<file path="src/sv/rcfr_pkg.sv">
// ---------------------------------------------------------------------------
// RS-485 command frame receiver package
// Types, field widths and protocol byte codes shared by the receiver files.
// ---------------------------------------------------------------------------
package rcfr_pkg;

    localparam int BYTE_W        = 8;
    localparam int EVENT_W       = 3;
    localparam int TIME_IDX_W    = 4;
    localparam int STAFF_IDX_W   = 8;
    localparam int STORE_INDEX_W = 8;

    // Stream widths: tdata is padded up to whole bytes.
    localparam int IN_TDATA_W  = 8;
    localparam int IN_TUSER_W  = 1;
    localparam int OUT_TDATA_W = 24;
    localparam int OUT_TUSER_W = 5;

    // Protocol byte codes.
    localparam logic [BYTE_W-1:0] CMD_MASK      = 8'h82;
    localparam logic [BYTE_W-1:0] CMD_PATTERN   = 8'h80;
    localparam logic [BYTE_W-1:0] CMD_STATUS    = 8'h80;
    localparam logic [BYTE_W-1:0] CMD_TIME      = 8'h81;
    localparam logic [BYTE_W-1:0] CMD_STAFF     = 8'h84;
    localparam logic [BYTE_W-1:0] CMD_FORWARD   = 8'h85;
    localparam logic [BYTE_W-1:0] BYTE_BCAST    = 8'h01;
    localparam logic [BYTE_W-1:0] BYTE_END      = 8'hFE;

    typedef enum logic [3:0] {
        ST_IDLE        = 4'd0,
        ST_REQ_ADDR    = 4'd1,
        ST_REQ_END     = 4'd2,
        ST_TIME_BC     = 4'd3,
        ST_TIME_DATA   = 4'd4,
        ST_STAFF_BC    = 4'd5,
        ST_STAFF_DATA  = 4'd6,
        ST_FWD_STATION = 4'd7,
        ST_FWD_READER  = 4'd8,
        ST_FWD_END     = 4'd9,
        ST_DONE        = 4'd10
    } t_parse_state;

    typedef enum logic [EVENT_W-1:0] {
        EV_NONE    = 3'd0,
        EV_STATUS  = 3'd1,
        EV_TIME    = 3'd2,
        EV_STAFF   = 3'd3,
        EV_FORWARD = 3'd4
    } t_event;

    typedef enum logic {
        TGT_TIME  = 1'b0,
        TGT_STAFF = 1'b1
    } t_target;

    typedef struct packed {
        logic              command;
        logic [BYTE_W-1:0] rx_byte;
    } t_item;

    typedef struct packed {
        t_event                   event_res;
        logic                     store_valid;
        t_target                  store_target;
        logic [STORE_INDEX_W-1:0] store_index;
        logic [BYTE_W-1:0]        store_data;
        logic [BYTE_W-1:0]        reader_number;
    } t_result;

endpackage

</file>
<file path="src/sv/rcfr_parser.sv">
// ---------------------------------------------------------------------------
// RS-485 command frame parser
// Frame state machine and buffer counters; computes the result of one item
// and advances its state when the item is stepped through.
// ---------------------------------------------------------------------------
module rcfr_parser
    import rcfr_pkg::*;
#(
    parameter int TIME_BYTES  = 8,
    parameter int STAFF_BYTES = 161
) (
    input  logic              i_clk,
    input  logic              i_rst_n,
    input  logic              i_step,
    input  t_item             i_item,
    input  logic [BYTE_W-1:0] i_local_address,
    output t_result           o_result
);

    localparam logic [TIME_IDX_W-1:0]  TIME_LIMIT  = TIME_IDX_W'(TIME_BYTES);
    localparam logic [STAFF_IDX_W-1:0] STAFF_LIMIT = STAFF_IDX_W'(STAFF_BYTES);

    t_parse_state           r_state, n_state;
    logic [TIME_IDX_W-1:0]  r_time_idx, n_time_idx;
    logic [STAFF_IDX_W-1:0] r_staff_idx, n_staff_idx;
    logic [BYTE_W-1:0]      r_reader, n_reader;

    always_ff @(posedge i_clk) begin
        if (!i_rst_n) begin
            r_state     <= ST_IDLE;
            r_time_idx  <= '0;
            r_staff_idx <= '0;
            r_reader    <= '0;
        end else if (i_step) begin
            r_state     <= n_state;
            r_time_idx  <= n_time_idx;
            r_staff_idx <= n_staff_idx;
            r_reader    <= n_reader;
        end
    end

    always_comb begin
        logic [BYTE_W-1:0] b;
        b           = i_item.rx_byte;
        n_state     = r_state;
        n_time_idx  = r_time_idx;
        n_staff_idx = r_staff_idx;
        n_reader    = r_reader;
        o_result    = '0;

        priority if (i_item.command) begin
            n_state = ST_IDLE;
        end else if (r_state == ST_DONE) begin
            n_state = ST_DONE;
        end else if ((b & CMD_MASK) == CMD_PATTERN) begin
            // A command byte restarts parsing; unknown commands change nothing.
            unique case (b)
                CMD_STATUS:  n_state = ST_REQ_ADDR;
                CMD_TIME:    n_state = ST_TIME_BC;
                CMD_STAFF:   n_state = ST_STAFF_BC;
                CMD_FORWARD: n_state = ST_FWD_STATION;
                default:     n_state = r_state;
            endcase
        end else begin
            unique case (r_state)
                ST_REQ_ADDR: begin
                    n_state = (b == i_local_address) ? ST_REQ_END : ST_IDLE;
                end
                ST_REQ_END: begin
                    if (b == BYTE_END) begin
                        o_result.event_res = EV_STATUS;
                        n_state            = ST_DONE;
                    end else begin
                        n_state = ST_IDLE;
                    end
                end
                ST_TIME_BC: begin
                    if (b == BYTE_BCAST) begin
                        n_state    = ST_TIME_DATA;
                        n_time_idx = '0;
                    end
                end
                ST_TIME_DATA: begin
                    if (b == BYTE_END || r_time_idx >= TIME_LIMIT) begin
                        o_result.event_res = EV_TIME;
                        n_state            = ST_DONE;
                    end else begin
                        o_result.store_valid  = 1'b1;
                        o_result.store_target = TGT_TIME;
                        o_result.store_index  = STORE_INDEX_W'(r_time_idx);
                        o_result.store_data   = b;
                        n_time_idx            = r_time_idx + 1'b1;
                    end
                end
                ST_STAFF_BC: begin
                    if (b == BYTE_BCAST) begin
                        n_state     = ST_STAFF_DATA;
                        n_staff_idx = '0;
                    end
                end
                ST_STAFF_DATA: begin
                    if (b == BYTE_END || r_staff_idx >= STAFF_LIMIT) begin
                        o_result.event_res = EV_STAFF;
                        n_state            = ST_DONE;
                    end else begin
                        o_result.store_valid  = 1'b1;
                        o_result.store_target = TGT_STAFF;
                        o_result.store_index  = STORE_INDEX_W'(r_staff_idx);
                        o_result.store_data   = b;
                        n_staff_idx           = r_staff_idx + 1'b1;
                    end
                end
                ST_FWD_STATION: begin
                    if (b == i_local_address) begin
                        n_state = ST_FWD_READER;
                    end
                end
                ST_FWD_READER: begin
                    n_reader = b;
                    n_state  = ST_FWD_END;
                end
                ST_FWD_END: begin
                    if (b == BYTE_END) begin
                        o_result.event_res     = EV_FORWARD;
                        o_result.reader_number = r_reader;
                        n_state                = ST_DONE;
                    end else begin
                        n_state = ST_IDLE;
                    end
                end
                ST_IDLE, ST_DONE: begin
                    n_state = r_state;
                end
                default: begin
                    n_state = ST_IDLE;
                end
            endcase
        end
    end

endmodule

</file>
<file path="src/sv/rs485_command_frame_receiver_unit.sv">
// ---------------------------------------------------------------------------
// RS-485 command frame receiver
// Parses upstream serial bytes into status, time, staff and forward frames.
// ---------------------------------------------------------------------------
// Each input transaction carries one received byte, or a host release when
// s_axis_tuser is set. Every input transaction yields exactly one output
// transaction, in order: an event code, an optional payload buffer write
// (target, index, data) and the reader number captured by a forward request.
// The block accepts one transaction per clock cycle while the output is not
// stalled. The byte is captured in an input register when it is accepted,
// the frame state machine handles it combinationally, and its result is
// loaded into an output register when the held byte steps through, where it
// is held until taken. A new byte can be accepted in the same cycle as the
// held one moves on. Once a frame completes, further bytes yield empty
// results until a release returns the parser to idle. The station address
// register resets to 1 and should be written only while no transactions are
// in flight; the configuration channel is always ready.
module rs485_command_frame_receiver_unit
    import rcfr_pkg::*;
#(
    parameter int TIME_BYTES  = 8,
    parameter int STAFF_BYTES = 161
) (
    input  logic                   i_clk,
    input  logic                   i_rst_n,
    // Input stream.
    input  logic                   s_axis_tvalid,
    output logic                   s_axis_tready,
    input  logic [IN_TDATA_W-1:0]  s_axis_tdata,   // [7:0] rx_byte
    input  logic [IN_TUSER_W-1:0]  s_axis_tuser,   // [0] command (1 = host release)
    // Output stream.
    output logic                   m_axis_tvalid,
    input  logic                   m_axis_tready,
    output logic [OUT_TDATA_W-1:0] m_axis_tdata,   // [7:0] store_index,
                                                   // [15:8] store_data,
                                                   // [23:16] reader_number
    output logic [OUT_TUSER_W-1:0] m_axis_tuser,   // [2:0] event_res,
                                                   // [3] store_valid,
                                                   // [4] store_target
    // Station address register write channel.
    input  logic                   i_cfg_valid,
    output logic                   o_cfg_ready,
    input  logic [BYTE_W-1:0]      i_cfg_data
);

    logic [BYTE_W-1:0] r_addr;

    logic    r_in_valid;
    t_item   r_in_item;
    logic    r_out_valid;
    t_result r_out;
    t_result w_result;
    logic    w_step;

    // The station address is written directly; the channel never stalls.
    assign o_cfg_ready = 1'b1;

    always_ff @(posedge i_clk) begin
        if (!i_rst_n) begin
            r_addr <= 8'd1;
        end else begin
            if (i_cfg_valid) begin
                r_addr <= i_cfg_data;
            end
        end
    end

    // The held item moves on whenever the output register is empty or is
    // being emptied in this cycle, so a full pipeline still runs at one
    // transaction per cycle.
    assign w_step        = r_in_valid && (!r_out_valid || m_axis_tready);
    assign s_axis_tready = !r_in_valid || w_step;

    always_ff @(posedge i_clk) begin
        if (!i_rst_n) begin
            r_in_valid <= 1'b0;
        end else if (s_axis_tready) begin
            r_in_valid <= s_axis_tvalid;
        end
    end

    always_ff @(posedge i_clk) begin
        if (s_axis_tvalid && s_axis_tready) begin
            r_in_item.command <= s_axis_tuser[0];
            r_in_item.rx_byte <= s_axis_tdata[BYTE_W-1:0];
        end
    end

    rcfr_parser #(
        .TIME_BYTES  (TIME_BYTES),
        .STAFF_BYTES (STAFF_BYTES)
    ) u_parser (
        .i_clk           (i_clk),
        .i_rst_n         (i_rst_n),
        .i_step          (w_step),
        .i_item          (r_in_item),
        .i_local_address (r_addr),
        .o_result        (w_result)
    );

    always_ff @(posedge i_clk) begin
        if (!i_rst_n) begin
            r_out_valid <= 1'b0;
        end else if (w_step) begin
            r_out_valid <= 1'b1;
        end else if (m_axis_tready) begin
            r_out_valid <= 1'b0;
        end
    end

    always_ff @(posedge i_clk) begin
        if (w_step) begin
            r_out <= w_result;
        end
    end

    assign m_axis_tvalid = r_out_valid;
    assign m_axis_tdata  = {r_out.reader_number, r_out.store_data, r_out.store_index};
    assign m_axis_tuser  = {r_out.store_target, r_out.store_valid, r_out.event_res};

endmodule

</file>
<file path="config.mk">
export PLATFORM = sky130hd
export DESIGN_NAME = rs485_command_frame_receiver_unit
export DESIGN_NICKNAME = d
export VERILOG_FILES = /design/src/sv/rcfr_pkg.sv /design/src/sv/rcfr_parser.sv /design/src/sv/rs485_command_frame_receiver_unit.sv
export SDC_FILE = /design/constraint.sdc
export NUM_CORES = 1
export LEC_CHECK = 0
export ABC_AREA = 1
export BUFFER_PORTS_ARGS = -buffer_cell sky130_fd_sc_hd__buf_2
export CAP_MARGIN = 40
export CORE_MARGIN = 2
export CORE_UTILIZATION = 60
export CTS_BUF_LIST = sky130_fd_sc_hd__clkbuf_4 sky130_fd_sc_hd__clkbuf_8
export CTS_CLUSTER_SIZE = 40
export DETAILED_ROUTE_END_ITERATION = 16
export PLACE_DENSITY = 0.84
export SLEW_MARGIN = 10
export SYNTH_ARGS = -nofsm -noshare
export SYNTH_HDL_FRONTEND = slang
export SYNTH_SLANG_ARGS = --single-unit
export TNS_END_PERCENT = 20
</file>
<file path="constraint.sdc">
create_clock -name i_clk -period 5.1 [get_ports i_clk]
set_input_delay 1.53 -clock i_clk [delete_from_list [all_inputs] [get_ports i_clk]]
set_output_delay 1.53 -clock i_clk [all_outputs]
set_load 0.005 [all_outputs]
</file>
Word level (Yosys, flattened, before mapping)
Cells that the tools add are included.
{"block": "word_totals", "reg_bits": 72, "in_bits": 22, "output_inout_bits": 32, "elab_cells": 101}
{"block": "classes", "n_addsub": 2, "order_cmp": 2, "eq_ne": 29, "mux": 28, "n_bitwise": 5, "n_reduce_logical": 20}
{"operator": "4-bit two-way mux", "count": 11}
{"operator": "8-bit equality test (second input constant)", "count": 5}
{"operator": "18-bit two-way mux", "count": 2}
{"operator": "18-bit case mux with 2 select lines", "count": 1}
{"operator": "4-bit case mux with 9 select lines", "count": 1}
{"operator": "5-bit by 2-bit inequality test with 1-bit output (second input constant)", "count": 5}
{"operator": "4-bit by 3-bit equality test with 1-bit output (second input constant)", "count": 4}
{"operator": "8-bit two-way mux", "count": 2}
{"operator": "4-bit case mux with 4 select lines", "count": 1}
{"operator": "8-bit case mux with 2 select lines", "count": 1}
{"operator": "7-bit AND reduction", "count": 2}
{"operator": "4-bit equality test (second input constant)", "count": 3}
{"operator": "3-bit case mux with 4 select lines", "count": 1}
{"operator": "8-bit by 1-bit adder with 8-bit output (second input constant)", "count": 1}
{"operator": "4-bit by 2-bit equality test with 1-bit output (second input constant)", "count": 2}
{"operator": "8-bit by 1-bit equality test with 1-bit output (second input constant)", "count": 1}
{"operator": "8-bit equality test", "count": 1}
{"operator": "8-bit greater-or-equal comparator (second input constant)", "count": 1}
{"operator": "4-bit case mux with 2 select lines", "count": 1}
{"operator": "8-bit AND reduction", "count": 1}
{"operator": "7-bit by 6-bit inequality test with 1-bit output (second input constant)", "count": 1}
{"operator": "2-bit two-way mux", "count": 3}
{"operator": "2-bit nonzero test", "count": 3}
{"operator": "1-bit inverter", "count": 5}
{"operator": "other kinds (17)", "count": 27}

Logic depth before layout (Yosys ltp)
Gate-level depths: netlist (run 1).
{"block": "depth", "ltp_word": 7, "mapped_depth": 15, "mapped_depth_nobuf": 15}

Modules after synthesis
A second synthesis (run 1) with hierarchy kept.
{"block": "unflattened", "hier_cells": 431, "area_unflattened_um2": 3557.2}
{"mod": "rcfr_parser", "n_inst": 1, "cells_per_inst": 345, "area_per_inst_um2": 2054.5, "seq_area_each_um2": 480.5}
{"mod": "rs485_command_frame_receiver_unit", "n_inst": 1, "cells_per_inst": 86, "area_per_inst_um2": 1502.7, "seq_area_each_um2": 1341.3}

Worst setup path before layout (run 1)
Ideal clock, no wire load.
{"block": "synth_path", "path_type": "input -> register", "from": "input port m_axis_tready", "to": "register u_parser.r_staff_idx[4]", "setup_ps": 113, "arrival_time_ps": 3099, "required_ps": 4987, "setup_slack_ps": 1889, "stages": 11, "path_buffers": 0, "cell_sequence": "inv_1 -> nand2_1 -> nand2_1 -> inv_1 -> nand2_2 -> nor3_4 -> inv_1 -> o21ai_2 -> inv_1 -> nand2_1 -> nor2_1"}
{"block": "synth_between", "elab_chain_cells": 3}
{"item": "from (decl)", "line": "rs485_command_frame_receiver_unit.sv:33", "source": "input logic m_axis_tready,"}
{"item": "1-bit logical OR", "line": "rs485_command_frame_receiver_unit.sv:71", "source": "assign w_step = r_in_valid && (!r_out_valid || m_axis_tready);"}
{"item": "1-bit logical AND", "line": "rs485_command_frame_receiver_unit.sv:71"}
{"item": "via u_parser.i_step", "line": "rcfr_parser.sv:14", "source": "input logic i_step,"}
{"item": "7-bit AND reduction (no line)"}
{"item": "to (signal assigned)", "line": "rcfr_parser.sv:37", "source": "r_staff_idx <= n_staff_idx;"}
{"item": "to (decl)", "line": "rcfr_parser.sv:25", "source": "logic [STAFF_IDX_W-1:0] r_staff_idx, n_staff_idx;"}
The timed path passes the listed nets, and every way through them passes these cells.
A chain may end at the register's enable or synchronous reset.

Worst setup path after layout (run 1)
{"block": "layout_path", "from": "input port m_axis_tready", "to": "output port s_axis_tready"}
{"block": "layout_between", "elab_chain_cells": 3}
{"item": "1-bit logical OR", "line": "rs485_command_frame_receiver_unit.sv:71"}
{"item": "1-bit logical AND", "line": "rs485_command_frame_receiver_unit.sv:71"}
{"item": "1-bit logical OR", "line": "rs485_command_frame_receiver_unit.sv:72", "source": "assign s_axis_tready = !r_in_valid || w_step;"}
{"item": "to (decl)", "line": "rs485_command_frame_receiver_unit.sv:28", "source": "output logic s_axis_tready,"}
No other way between the ends.

==> out/results.tsv, run 1 <==
stage	metric	value	unit
outcome	status	finished, final reports clean	
detailed_routing	iteration-0 DRC count of the detailed router	198	
hold_path	worst hold path class	flop to flop	
setup_path	CP Buf/Inv Count	3	
floorplan	Die X	78.3	microns
floorplan	die height	78.3	microns
sta	Final Max Tran Viols	0	
placement	port buffer count	52	
sta	fin crit period	3.46	ns
setup_path	CP arrival	1.93	ns
sta	final setup fails	0	
floorplan	row cnt	27	
cells_and_area	multi-input logic area	0.00126	sq mm
floorplan	Core Area	0.00541	sq mm
cells_and_area	layout cells sized above 1	0.180	
grt	total global-route track usage	0.236	
setup_path	critical path required time	3.57	ns
clocking	worst skew pair latency	0.36	ns
clocking	H-tree depth	3	
clocking	CTS tree	done	
sta	period utilisation layout	0.679	
run	Max-Cap Viols	0	
power	leakage power	1.66	nW
synthesis	post-synth cell types	31	
cells_and_area	Seq. cell area	0.00182	sq mm
grt	first-pass GRT wire length	11100	microns
detailed_routing	drt pass-1 iters	5	
floorplan	Starting Density	0.613	
power	worst vdd ir	0.233	mV
sta	Fin Setup TNS	0	ns
setup_path	family with the most delay on the worst path	buffers and inverters	
clocking	Num CTS Buffers	9	
setup_path	worst-path fanout max	3	
clocking	Clock Tree Root	clkbuf_8	
clocking	clk sinks	72	
cells_and_area	most common cell after layout, fill and taps aside	nand2_1	
setup_path	crit path cell chain	buf_2 -> inv_1 -> nand3_1 -> buf_2	
sta	final hold violation count	0	
detailed_routing	Remaining DRCs	0	
clocking	CTS Buffer Depth	2	
synthesis	Seq/Total Area, Yosys	0.549	
cells_and_area	Post-Layout Cell Count	534	
sta	RSZ-0062 raised after global routing	false	
clocking	Setup Fix Bufs, Post-CTS	0	
setup_path	Crit-path slowest cell	buf_2	
grt	antenna violations before repair	0	
floorplan	I/O pins	54	
power	Pwr per Cell Area	312	mW/mm^2
grt	vias in the first global route	2417	
sta	Worst Skew	0.0134	ns
setup_path	Crit Path Category	input pin to output port	
setup_path	CP most frequent cell	buf_2	
cells_and_area	leading cell types in the layout, fill and taps excluded	nand2_1, nor2_1, inv_1	
sta	Slew HR	0.649	
cells_and_area	FILL cells	429	
detailed_routing	Avg Vias per Cell	5.19	
clocking	CTS Hold Buffers Added	0	
cells_and_area	Area Overhead vs Synth	16.4	%
synthesis	area of the mapped netlist	0.00332	sq mm
detailed_routing	WL final	6680	microns
sta	Tightest Pin Transition	0.526	ns
cells_and_area	number of diodes	0	
placement	RePlAce Congestion	0.881	
synthesis	Syn. warnings	0	
cells_and_area	Final nets	484	
setup_path	crit start category	input pin	
placement	DP HPWL	4760	microns
synthesis	Seq cells post-synth	72	
placement	Cells after DPL	518	
setup_path	critical path endpoint category	output port	
clocking	CTS resizes	0	
grt	GRT overflow	0	
setup_path	Max stage delay on crit path	0.14	ns
synthesis	Mean Syn Cell Area	8.35	sq um
detailed_routing	Final ANT Viol Nets	0	
grt	largest net degree at the start of global routing	31	
sta	Fmax	289	MHz
floorplan	Die ar.	0.00614	sq mm
synthesis	syn_nets	424	
synthesis	Cells after Synth	397	
detailed_routing	wire per inst	12.5	microns
detailed_routing	routed vias	2769	
clocking	clock slew at reported path FFs	0.07	ns
-- flip-flops by register name, indices dropped and copies added (netlist names) --
name	cells
u_parser.r_state	4
r_in_item	9
m_axis_tdata	24
u_parser.r_reader	8
r_in_valid	1
u_parser.r_staff_idx	8
m_axis_tvalid	1
r_addr	8
u_parser.r_time_idx	4
m_axis_tuser	5
-- routing by layer --
layer / up-vias / GRT usage / share of wire
met5: - / 0 / 0
met4: 0 / 0.105 / 0.019
met3: 12 / 0.0529 / 0.057
met2: 104 / 0.380 / 0.48
met1: 1256 / 0.307 / 0.44
li1: 1397 / - / -
-- per-stage QoR --
stage	util	hold WS (ns)	power (mW)	cell area [sq um]	setup WS, ns
after CTS	0.714	0.481	1.21	3860	1.64
after detailed placement	0.676	0.468	0.753	3650	1.65
after global placement	0.676	0.460	0.750	3650	1.66
after floorplan	-	0.448	0.719	3320	1.89
final	0.714	0.487	1.20	3860	1.64
after global routing	0.714	0.501	1.25	3860	1.61
-- kinds of logic after synthesis --
logic type | count (synthesis) | synth area share
and+or+nand+nor | 191 | 0.248
DFF | 72 | 0.549
AOI/OAI and AO/OA | 60 | 0.0925
buffers and inverters | 60 | 0.0694
xor gates and xnor gates | 8 | 0.0211
adders and majority gates | 5 | 0.0189
other | 1 | 0.00113
-- Yosys cell counts, drive strengths merged --
master,count,share of area
clkbuf,2,0.0023
clkinv,1,0.0011
conb,1,0.0011
nor3,4,0.0094
or2,2,0.0038
nor2,80,0.097
a211oi,1,0.0023
ha,5,0.019
xor2,3,0.0079
nand3,14,0.023
edfxtp,38,0.34
nor4,2,0.0038
a21oi,34,0.051
o21ai,25,0.039
inv,55,0.062
buf,2,0.0038
dfxtp,34,0.21
nand2,85,0.10
xnor2,5,0.013
nand4,4,0.0075
-- where the power goes --
part	internal (mW)	switching [mW]
Clock	0.231	0.233
Sequential	0.630	0.0135
Combinational	0.0340	0.0632
-- area by class of cell --
type	instances	share of cell area
sequential	72	0.472
multi-input combinational	265	0.327
timing repair buffer	53	0.0694
inverter	56	0.0545
clock buffer	9	0.0321
tap	72	0.0233
clock inverter	7	0.0211
-- tightest hold or removal path, cell delays in order, from the launching register on --
cell	delay [ns]
dfxtp_1	0.31
inv_1	0.07
a21oi_1	0.06
-- path summary, 6_finish.rpt --
| check | from | end | slack, ns | cells past startpoint |
|---|---|---|---|---|
| min reg2reg | u_parser.r_time_idx[3] | u_parser.r_time_idx[3] | 0.49 | 2 |
| min | u_parser.r_time_idx[3] | u_parser.r_time_idx[3] | 0.49 | 2 |
| max reg2reg | m_axis_tvalid | u_parser.r_reader[4] | 3.16 | 8 |
| max | m_axis_tready | s_axis_tready | 1.64 | 4 |
Note: power is estimated with default switching activity, not from simulation.
==> inputs of run 2 (changes only) <==
--- a/config.mk
+++ b/config.mk
@@ -9,11 +9,11 @@
 export BUFFER_PORTS_ARGS = -buffer_cell sky130_fd_sc_hd__buf_2
 export CAP_MARGIN = 40
 export CORE_MARGIN = 2
-export CORE_UTILIZATION = 60
+export CORE_UTILIZATION = 53
 export CTS_BUF_LIST = sky130_fd_sc_hd__clkbuf_4 sky130_fd_sc_hd__clkbuf_8
 export CTS_CLUSTER_SIZE = 40
 export DETAILED_ROUTE_END_ITERATION = 16
-export PLACE_DENSITY = 0.84
+export PLACE_DENSITY = 0.79
 export SLEW_MARGIN = 10
 export SYNTH_ARGS = -nofsm -noshare
 export SYNTH_HDL_FRONTEND = slang
==> constraint.sdc (replaced) <==
create_clock -name i_clk -period 3.05 [get_ports i_clk]
set_input_delay 0.915 -clock i_clk [delete_from_list [all_inputs] [get_ports i_clk]]
set_output_delay 0.915 -clock i_clk [all_outputs]
set_load 0.005 [all_outputs]
==> run 2 against run 1 <==
Critical path depth unchanged. Sequential share of layout area shrank 0.50 points. Critical endpoint unchanged. Highest routed layer unchanged. Register-to-register slack got worse by 2.1 ns. Non-clock buffer count unchanged.
==> out/results.tsv, run 2 (synthesis gave the netlist of run 1 again) <==
stage	metric	value	unit	change
cells_and_area	number of flip-flops under the largest register name	24		unchanged
sta	WHS	0.482	ns	-0.00489 ns
outcome	status	finished, final reports clean		
grt	GRT overflow	0		unchanged
sta	Fmax	448	MHz	
detailed_routing	iteration-0 DRC count of the detailed router	186		-6.1%
clocking	clock slew at reported path FFs	0.08	ns	about the same
grt	antenna violations before repair	0		unchanged
power	Pwr per Cell Area	551	mW/mm^2	+76%
floorplan	Die ar.	0.00690	sq mm	+13%
setup_path	crit start category	input pin		
run	Max-Cap Viols	0		unchanged
setup_path	critical path required time	2.13	ns	-1.44 ns
clocking	CTS Buffer Depth	2		unchanged
clocking	worst skew pair latency	0.35	ns	about the same
cells_and_area	layout cells sized above 1	0.177		-0.00216
grt	total global-route track usage	0.207		-0.0287
floorplan	Die X	83.1	microns	+6.1%
placement	Place WS	0.817	ns	-0.829 ns
detailed_routing	WL final	6700	microns	+0.28%
detailed_routing	Avg Vias per Cell	5.05		-2.7%
clocking	Clock Tree Root	clkbuf_8		
sta	Final Max Tran Viols	0		unchanged
setup_path	critical path endpoint category	output port		
sta	Fin Setup TNS	0	ns	unchanged
sta	final hold violation count	0		unchanged
floorplan	die height	83.1	microns	+6.1%
clocking	clk sinks	72		unchanged
sta	fin crit period	2.23	ns	
placement	port buffer count	52		unchanged
power	leakage power	1.68	nW	+0.92%
cells_and_area	Area Overhead vs Synth	17.6	%	
sta	Slew HR	0.667		+0.0179
sta	PnR worst setup slack	0.815	ns	-0.823 ns
sta	period utilisation layout	0.733		
clocking	Setup Fix Bufs, Post-CTS	0		unchanged
cells_and_area	Post-Layout Cell Count	537		+0.56%
cells_and_area	leading cell types in the layout, fill and taps excluded	nand2_1, nor2_1, inv_1		
sta	Tightest Pin Transition	0.499	ns	-0.0269 ns
clocking	CTS Hold Buffers Added	0		unchanged
placement	RePlAce Congestion	0.944		+7.2%
setup_path	Crit Path Category	input pin to output port		
detailed_routing	wire per inst	12.5	microns	-0.28%
detailed_routing	routed vias	2710		-2.1%
floorplan	row cnt	28		+3.7%
sta	Worst Skew	0.00851	ns	-0.00493 ns
detailed_routing	Remaining DRCs	0		unchanged
clocking	Num CTS Buffers	9		unchanged
cells_and_area	final instance area	0.00390	sq mm	+1.1%
setup_path	worst-path fanout max	3		unchanged
detailed_routing	Final ANT Viol Nets	0		unchanged
placement	DP HPWL	4770	microns	+0.20%
grt	vias in the first global route	2607		+7.9%
clocking	CTS resizes	0		unchanged
floorplan	I/O pins	54		unchanged
cells_and_area	FILL cells	513		+20%
floorplan	Starting Density	0.553		-0.0600
power	worst vdd ir	0.354	mV	+52%
setup_path	CP arrival	1.32	ns	-0.61 ns
cells_and_area	number of diodes	0		unchanged
detailed_routing	drt pass-1 iters	4		-1
hold_path	worst hold path class	flop to flop		
sta	RSZ-0062 raised after global routing	false		
floorplan	Core Area	0.00599	sq mm	+11%
sta	final setup fails	0		unchanged
grt	first-pass GRT wire length	11600	microns	+5.0%
placement	Post-DP Area	0.00366	sq mm	+0.10%
placement	Cells after DPL	521		+0.58%
clocking	CTS tree	done		
cells_and_area	most common cell after layout, fill and taps aside	nand2_1		
cells_and_area	Final nets	484		unchanged
clocking	H-tree depth	3		unchanged
grt	largest net degree at the start of global routing	30		-3.2%
run 2: cell types whose count changed in the layout (fill, tap and decap cells not counted), sizes merged:
| cell | change |
|---|---|
| clkinv | -2 |
| bufinv | +2 |
run 2: per-stage QoR:
stage | util | total power [mW]
floorplan | - | 1.20
global placement | 0.610 | 1.25
detailed placement | 0.610 | 1.26
CTS | 0.651 | 2.16
global route | 0.651 | 2.23
finish | 0.651 | 2.15
run 2: path summary, 6_finish.rpt:
check,startpoint,endpoint,slack (ns),cells past startpoint
worst max-delay path,m_axis_tready,s_axis_tready,0.82,4
worst max register to register,u_parser.r_staff_idx[1],u_parser.r_state[3],1.02,12
worst min-delay path,r_addr[5],r_addr[5],0.48,2
worst min register to register,r_addr[5],r_addr[5],0.48,2
run 2: per-layer routing:
layer,vias up,share of wire,global-route usage
met4,0,0.016,0.0939
met3,13,0.056,0.0547
met2,90,0.48,0.329
met1,1211,0.45,0.266
met5,-,0,0
li1,1396,-,-
run 2: final cells by class:
cell class,instances,area [sq um],area share
flip-flops and latches,72,1820,0.467
multi-input cells,265,1260,0.324
repair buffers,53,268,0.0687
inverters,56,210,0.0539
clock buffers,9,124,0.0318
clock inverters,7,119,0.0305
well taps,75,93.8,0.0241
run 2: worst max-delay path, stage by stage:
cell	delay, ns
buf_2	0.09
inv_1	0.06
nand3_1	0.10
buf_2	0.15
run 2: where the power goes:
group          internal (mW)  switching (mW)
sequential              1.05          0.0221
clock                  0.544           0.365
combinational         0.0570           0.105
